### config.mk
export PLATFORM = sky130hd
export DESIGN_NAME = abd_axis
export DESIGN_NICKNAME = d
export VERILOG_FILES = /design/src/hdl/abd_pkg.sv /design/src/hdl/abd_axis.sv
export SDC_FILE = /design/constraint.sdc
export NUM_CORES = 2
export LEC_CHECK = 0
export ABC_AREA = 1
export BUFFER_PORTS_ARGS = -buffer_cell sky130_fd_sc_hd__buf_2
export CELL_PAD_IN_SITES_DETAIL_PLACEMENT = 0
export CELL_PAD_IN_SITES_GLOBAL_PLACEMENT = 1
export CORE_MARGIN = 2
export CORE_UTILIZATION = 50
export DETAILED_ROUTE_END_ITERATION = 10
export PLACE_DENSITY_LB_ADDON = 0.1
export RECOVER_POWER = 100
export SYNTH_ARGS = -nofsm -noshare
export SYNTH_HDL_FRONTEND = slang
export SYNTH_SLANG_ARGS = --single-unit
### constraint.sdc
create_clock -name clk -period 12.3 [get_ports clk]
set_input_delay 1.23 -clock clk [delete_from_list [all_inputs] [get_ports clk]]
set_output_delay 1.23 -clock clk [all_outputs]
set_load 0.02 [all_outputs]
### src/hdl/abd_pkg.sv
// ----------------------------------------------------------------------------
// abd_pkg - shared definitions for the anchor box decode unit
// Field widths, fixed-point constants, stage enable type and width helpers.
// ----------------------------------------------------------------------------
package abd_pkg;

	// field widths
	localparam int COORD_W = 16;
	localparam int SIZE_W  = 15;

	// defaults for the top level parameters
	localparam int DELTA_FRAC_BITS_DEF   = 12;
	localparam int EXP_TABLE_ENTRIES_DEF = 64;

	// fixed-point constants of the exponent path
	localparam int              EXP_Q     = 16;          // Q16 mantissa / exponent fraction
	localparam int              LOG2E_Q16 = 94548;       // log2(e) in Q16
	localparam int              LOG2E_W   = 18;          // signed width that holds it
	localparam longint unsigned LN2_Q30   = 744261118;   // ln(2) in Q30
	localparam int              TAB_W     = 18;          // 2^x table entries, Q16, up to 2.0
	localparam int              DIFF_W    = 14;          // neighbouring entry differences

	// clamp limits of the corner outputs
	localparam int COORD_MAX = 32767;
	localparam int COORD_MIN = -32768;

	// pipeline depth, output register included
	localparam int NUM_STAGES = 9;

	typedef logic [NUM_STAGES:1] stage_en_t;

	// width of the predicted centre: anchor centre plus rounded delta term
	function automatic int pc_width(int delta_frac_bits);
		int rc_w;
		rc_w = COORD_W + SIZE_W + 2 - delta_frac_bits;
		return ((rc_w > COORD_W) ? rc_w : COORD_W) + 1;
	endfunction

endpackage

### src/hdl/abd_axis.sv
// ----------------------------------------------------------------------------
// abd_axis - one axis of the anchor box decode
// Eight register stages giving the predicted centre and the half size
// round(size * 2^(log_scale * log2(e)) / 2), the latter capped where the
// corners would saturate anyway.
// ----------------------------------------------------------------------------
module abd_axis import abd_pkg::*; #(
	parameter int DELTA_FRAC_BITS   = DELTA_FRAC_BITS_DEF,
	parameter int EXP_TABLE_ENTRIES = EXP_TABLE_ENTRIES_DEF,
	localparam int PC_W = pc_width(DELTA_FRAC_BITS),
	localparam int HS_W = PC_W + 1
) (
	input  logic                      clk,
	input  stage_en_t                 en,
	input  logic signed [COORD_W-1:0] anchor_c,
	input  logic        [SIZE_W-1:0]  size,
	input  logic signed [COORD_W-1:0] delta,
	input  logic signed [COORD_W-1:0] log_scale,
	output logic signed [PC_W-1:0]    pc,
	output logic        [HS_W-1:0]    hs
);

	localparam int CP_W = COORD_W + SIZE_W + 1;          // delta * size
	localparam int RC_W = CP_W + 1 - DELTA_FRAC_BITS;    // rounded centre offset
	localparam int YP_W = COORD_W + LOG2E_W;             // log_scale * log2(e)
	localparam int Y_W  = YP_W + 1 - DELTA_FRAC_BITS;    // exponent, Q16
	localparam int K_W  = Y_W - EXP_Q;                   // integer part of exponent
	localparam int E_W  = $clog2(EXP_TABLE_ENTRIES + 1);
	localparam int J_W  = EXP_Q + E_W;
	localparam int IW   = $clog2(EXP_TABLE_ENTRIES);
	localparam int DM_W = DIFF_W + EXP_Q;
	localparam int M_W  = TAB_W;
	localparam int P_W  = SIZE_W + M_W;
	localparam int SW   = K_W + 7;
	localparam int RA_W = $clog2(P_W + 1);
	localparam int LA_W = $clog2(PC_W + 1);
	localparam int WV_W = P_W + PC_W;

	localparam longint unsigned E_HALF = EXP_TABLE_ENTRIES / 2;

	typedef logic [EXP_TABLE_ENTRIES-1:0][TAB_W-1:0]  lo_tab_t;
	typedef logic [EXP_TABLE_ENTRIES-1:0][DIFF_W-1:0] dt_tab_t;

	// shift and subtract long division, only used while building the tables
	function automatic longint unsigned udiv(longint unsigned num, longint unsigned den);
		longint unsigned quo;
		longint unsigned rem;
		quo = '0;
		rem = '0;
		for (int b = 63; b >= 0; b--) begin
			rem = {rem[62:0], num[b]};
			if (rem >= den) begin
				rem    = rem - den;
				quo[b] = 1'b1;
			end
		end
		return quo;
	endfunction

	// 2^(i/E) in Q16 via the truncating Q30 Taylor series of e^(i*ln2/E)
	function automatic longint unsigned exp_q16(int unsigned i);
		longint unsigned ii;
		longint unsigned z;
		longint unsigned sum;
		longint unsigned term;
		ii   = i;
		z    = udiv(ii * LN2_Q30 + E_HALF, EXP_TABLE_ENTRIES);
		sum  = 64'd1 << 30;
		term = 64'd1 << 30;
		for (int unsigned n = 1; n <= 24; n++) begin
			if (term != 0) begin
				term = udiv((term * z) >> 30, n);
				sum  = sum + term;
			end
		end
		return (sum + (64'd1 << 13)) >> 14;
	endfunction

	function automatic lo_tab_t build_lo();
		lo_tab_t t;
		for (int i = 0; i < EXP_TABLE_ENTRIES; i++)
			t[i] = TAB_W'(exp_q16(i));
		return t;
	endfunction

	function automatic dt_tab_t build_dt();
		dt_tab_t t;
		for (int i = 0; i < EXP_TABLE_ENTRIES; i++)
			t[i] = DIFF_W'(exp_q16(i + 1) - exp_q16(i));
		return t;
	endfunction

	localparam lo_tab_t EXP_LO = build_lo();
	localparam dt_tab_t EXP_DT = build_dt();

	// stage 1: products
	logic signed [CP_W-1:0]    cprod_s1;
	logic signed [YP_W-1:0]    tprod_s1;
	logic signed [COORD_W-1:0] ac_s1;
	logic        [SIZE_W-1:0]  size_s1;

	always_ff @(posedge clk) begin
		if (en[1]) begin
			cprod_s1 <= delta * $signed({1'b0, size});
			tprod_s1 <= log_scale * $signed(LOG2E_W'(LOG2E_Q16));
			ac_s1    <= anchor_c;
			size_s1  <= size;
		end
	end

	// stage 2: centre and exponent, both rounded half up
	logic signed [CP_W:0]   csum;
	logic signed [RC_W-1:0] crnd;
	logic signed [YP_W:0]   ysum;
	logic signed [Y_W-1:0]  yval;

	assign csum = {cprod_s1[CP_W-1], cprod_s1} + (CP_W+1)'(2 ** (DELTA_FRAC_BITS - 1));
	assign crnd = RC_W'(csum >>> DELTA_FRAC_BITS);
	assign ysum = {tprod_s1[YP_W-1], tprod_s1} + (YP_W+1)'(2 ** (DELTA_FRAC_BITS - 1));
	assign yval = Y_W'(ysum >>> DELTA_FRAC_BITS);

	logic signed [PC_W-1:0]  pc_s2;
	logic signed [K_W-1:0]   k_s2;
	logic        [EXP_Q-1:0] f_s2;
	logic        [SIZE_W-1:0] size_s2;

	always_ff @(posedge clk) begin
		if (en[2]) begin
			pc_s2   <= PC_W'(ac_s1) + PC_W'(crnd);
			k_s2    <= yval[Y_W-1:EXP_Q];
			f_s2    <= yval[EXP_Q-1:0];
			size_s2 <= size_s1;
		end
	end

	// stage 3: table position
	logic [J_W-1:0] jpos;

	assign jpos = f_s2 * E_W'(EXP_TABLE_ENTRIES);

	logic        [IW-1:0]     idx_s3;
	logic        [EXP_Q-1:0]  r_s3;
	logic signed [PC_W-1:0]   pc_s3;
	logic signed [K_W-1:0]    k_s3;
	logic        [SIZE_W-1:0] size_s3;

	always_ff @(posedge clk) begin
		if (en[3]) begin
			idx_s3  <= jpos[EXP_Q +: IW];
			r_s3    <= jpos[EXP_Q-1:0];
			pc_s3   <= pc_s2;
			k_s3    <= k_s2;
			size_s3 <= size_s2;
		end
	end

	// stage 4: table read
	logic        [TAB_W-1:0]  lo_s4;
	logic        [DIFF_W-1:0] dlt_s4;
	logic        [EXP_Q-1:0]  r_s4;
	logic signed [PC_W-1:0]   pc_s4;
	logic signed [K_W-1:0]    k_s4;
	logic        [SIZE_W-1:0] size_s4;

	always_ff @(posedge clk) begin
		if (en[4]) begin
			lo_s4   <= EXP_LO[idx_s3];
			dlt_s4  <= EXP_DT[idx_s3];
			r_s4    <= r_s3;
			pc_s4   <= pc_s3;
			k_s4    <= k_s3;
			size_s4 <= size_s3;
		end
	end

	// stage 5: interpolation product
	logic        [DM_W-1:0]   dm_s5;
	logic        [TAB_W-1:0]  lo_s5;
	logic signed [PC_W-1:0]   pc_s5;
	logic signed [K_W-1:0]    k_s5;
	logic        [SIZE_W-1:0] size_s5;

	always_ff @(posedge clk) begin
		if (en[5]) begin
			dm_s5   <= dlt_s4 * r_s4;
			lo_s5   <= lo_s4;
			pc_s5   <= pc_s4;
			k_s5    <= k_s4;
			size_s5 <= size_s4;
		end
	end

	// stage 6: mantissa
	logic [DM_W:0] dsum;

	assign dsum = {1'b0, dm_s5} + (DM_W+1)'(2 ** (EXP_Q - 1));

	logic        [M_W-1:0]    m_s6;
	logic signed [PC_W-1:0]   pc_s6;
	logic signed [K_W-1:0]    k_s6;
	logic        [SIZE_W-1:0] size_s6;

	always_ff @(posedge clk) begin
		if (en[6]) begin
			m_s6    <= lo_s5 + M_W'(dsum >> EXP_Q);
			pc_s6   <= pc_s5;
			k_s6    <= k_s5;
			size_s6 <= size_s5;
		end
	end

	// stage 7: size times mantissa
	logic        [P_W-1:0]  p_s7;
	logic signed [PC_W-1:0] pc_s7;
	logic signed [K_W-1:0]  k_s7;

	always_ff @(posedge clk) begin
		if (en[7]) begin
			p_s7  <= size_s6 * m_s6;
			pc_s7 <= pc_s6;
			k_s7  <= k_s6;
		end
	end

	// stage 8: scale by 2^(k-17), round half up, cap
	logic signed [SW-1:0]   sft;
	logic        [RA_W-1:0] rsm1;
	logic        [LA_W-1:0] lsa;
	logic        [P_W-1:0]  qsh;
	logic        [P_W:0]    qinc;
	logic        [WV_W-1:0] wval;

	assign sft = SW'(EXP_Q + 1) - SW'(k_s7);

	always_comb begin
		rsm1 = '0;
		lsa  = '0;
		qsh  = '0;
		qinc = '0;
		if (sft > 0) begin
			// a shift past the product width rounds to zero
			if (sft > SW'(P_W + 1))
				rsm1 = RA_W'(P_W);
			else
				rsm1 = RA_W'(sft - SW'(1));
			qsh  = p_s7 >> rsm1;
			qinc = {1'b0, qsh} + (P_W+1)'(1);
			wval = WV_W'(qinc[P_W:1]);
		end else begin
			// any non-zero product shifted this far is past the cap
			if (-sft > SW'(PC_W))
				lsa = LA_W'(PC_W);
			else
				lsa = LA_W'(-sft);
			wval = WV_W'(p_s7) << lsa;
		end
	end

	logic signed [PC_W-1:0] pc_s8;
	logic        [HS_W-1:0] hs_s8;

	always_ff @(posedge clk) begin
		if (en[8]) begin
			pc_s8 <= pc_s7;
			if (wval >= (WV_W'(1) << PC_W))
				hs_s8 <= HS_W'(1) << PC_W;
			else
				hs_s8 <= HS_W'(wval);
		end
	end

	assign pc = pc_s8;
	assign hs = hs_s8;

endmodule

==> impl_metrics.tcl <==
set metrics [dict create \
    drt-met1-wl_um 57500 \
    synth-seq-cells 519 \
    drt-pass1-iter-count 6 \
    crit_start "k_s7[1]" \
    area_growth_pct 5.89 \
    io_pins 118 \
    fin_nets 6866 \
    setup_tns_ps 0 \
    clk_pin_slew_ps 70 \
    drc 0 \
    synthFlopType "edfxtp_1" \
    async_reset_ff_share_pct 0 \
    crit_type "reg2reg" \
    crit_required_ps 12610 \
    r2r_end "hs[9]" \
    max_freq_mhz 114 \
    antenna_found_initial 1 \
    layout_min_cycle_time_ps 8760 \
    cts_buffers 52 \
    clkLatencyLatePin_ps 610 \
    top_layer "met4" \
    slowest_delay_ps 1470 \
    diodes 0 \
    synth_area_per_cell_um2 9.02 \
    die_x_um 327 \
    finalClockSkew_ps 19.9 \
    final-seq-area_mm2 0.0156 \
    drt_iter0_markers 2554 \
    cts_hold_buffers 0 \
    multi_input_area_mm2 0.0310 \
    clockBufferDepth 3 \
    r2r_slack_ps 3540 \
    grt_pass1_vias 37859 \
    met3_length_um 5170 \
    core_area_mm2 0.103 \
    slowest_stage "inv_1" \
    final_common_cell "nand2_1" \
    arrival_ps 9070 \
    dieHeight_um 327 \
    synth-edff-count 519 \
    rr_worst_depth 29 \
    hp-class "reg2reg" \
    crit_path_max_fanout 46 \
    ant_nets 0 \
    placedCellCount 7103 \
    max_slew_margin_pct -185 \
    drive_gt1_share_pct 4.28 \
    grt_pass1_wl_um 205000 \
    route.met2.wl_um 59600 \
    rsz0062_at_grt "false" \
    grtUsageTotal_pct 24.0 \
    cts_resized 0 \
    dr_total_vias 37194 \
    vias_per_cell 5.17 \
    numPortBuffers 116 \
    syn_inst 5790 \
    violations "max-capacitance violations, max-slew violations" \
    place_area_mm2 0.0538 \
    cp-start-kind "flop" \
    routed_wl_um 125000 \
    crit_path_end_kind "flop" \
    final-hold-violation-count 0 \
    crit_end "hs[9]" \
    seq_area_frac_synth_pct 29.8 \
    setup_viol 0 \
    clock-sinks 519 \
    yosysWarnings 0 \
    htreeDepth 2 \
    die_area_mm2 0.107 \
    wl_per_cell_um 17.4 \
    synth.cell_area_mm2 0.0522 \
    drv_slew 577 \
    initial_utilization_pct 50.5 \
    rows 118 \
    grt_max_degree 75 \
    status "finished, violations left" \
    r2r-start "k_s7[1]" \
    path_common_cell "nand2_1" \
    gp_congestion 0.934 \
    synth.net_count 6879 \
    layoutNonFillerInstCount 7200 \
    yosysUniqueCellTypes 70 \
    worst_pin_slew_ps 4270 \
    gr-total-overflow 0 \
    finalCritPeriodShare_pct 71.2 \
    fin_area_mm2 0.0553 \
    cts_root_buffer "clkbuf_16" \
    layout_common_cells "1293 x nand2_1, 1202 x inv_1, 606 x fa_1" \
    fillCellCount 9667 \
    hpwl_um 97900 \
    post-cts-setup-buffers 0 \
    drv_cap 12 \
    cts_tree "done" \
]
## flip-flops by register name, summed over array words and instances, names as in the netlist, 22 cells and up
name and count:
hs 23, p_s7 33, pc 22, pc_s2 22
pc_s3 22, pc_s4 22, pc_s5 22, pc_s6 22
pc_s7 22, tprod_s1 23
## logic make-up (layout without fill, tap and decap cells)
| group | Yosys count | in the layout | share of synthesized area, % |
|---|---|---|---|
| compound gates | 465 | 465 | 5.09 |
| simple gates | 2140 | 2140 | 17.6 |
| buf+inv | 1437 | 1467 | 10.7 |
| mux | 2 | 2 | 0.0407 |
| flops | 519 | 519 | 29.8 |
| xor+xnor | 211 | 211 | 3.61 |
| fa+ha+maj | 1016 | 1016 | 33.1 |
## per-layer routing
metal,up-vias,track usage [%]
li1,18151,-
met1,18031,33.9
met5,-,0
met3,146,1.99
met4,0,5.38
met2,866,40.5
## critical path, delay by kind of cell (launching register included)
family | cells | cell delay [ps]
adders and majority gates | 1 | 250
DFF | 1 | 420
and+or+nand+nor | 24 | 5760
buffers and inverters | 4 | 1980
## synth_stat cells, types with 16 or more instances
| master | n | area (um^2) |
|---|---|---|
| nand2_1 | 1286 | 4830 |
| inv_1 | 1200 | 4500 |
| fa_1 | 606 | 12100 |
| edfxtp_1 | 519 | 15600 |
| nand3_1 | 457 | 2290 |
| ha_1 | 410 | 5130 |
| nor2_1 | 219 | 822 |
| a21oi_1 | 195 | 976 |
| clkbuf_1 | 145 | 544 |
| xor2_1 | 144 | 1260 |
| o21ai_0 | 125 | 626 |
| xnor2_1 | 65 | 569 |
| nor2_2 | 37 | 231 |
| nor3_1 | 37 | 185 |
| buf_2 | 28 | 140 |
| nand2_2 | 25 | 156 |
| nand4_1 | 25 | 156 |
| a31oi_1 | 23 | 144 |
| o21ai_1 | 16 | 80.1 |
## through the flow
step | hold slack (ps) | worst slack (ps) | utilization [%]
3_3_place_gp | 400 | 4780 | 51.9
6_report | 402 | 3540 | 53.4
3_5_place_dp | 405 | 4740 | 51.9
5_1_grt | 406 | 2780 | 53.4
2_1_floorplan | 400 | 5210 | -
4_1_cts | 399 | 5360 | 53.6
## worst min-delay path by stage
stage	from	to	slack (ps)	cells past startpoint
6_report	pc_s3[17]	pc_s4[17]	400	0
3_5_place_dp	k_s4[0]	k_s5[0]	400	0
4_1_cts	pc_s3[14]	pc_s4[14]	400	0
5_1_grt	pc_s4[21]	pc_s5[21]	410	0
2_1_floorplan	f_s2[10]	idx_s3[0]	400	0
3_3_place_gp	pc_s4[18]	pc_s5[18]	400	0
## layout make-up
type / instances / area share, %
Multi-Input combinational cell: 3834 / 56.0
Inverter: 1222 / 8.31
Timing Repair Buffer: 148 / 1.26
Sequential cell: 519 / 28.2
Tap cell: 1380 / 3.12
Clock inverter: 35 / 0.665
Clock buffer: 62 / 2.42
Power is not shown: default switching activity piles up to over one toggle a cycle in this logic, so the estimate is an artifact.
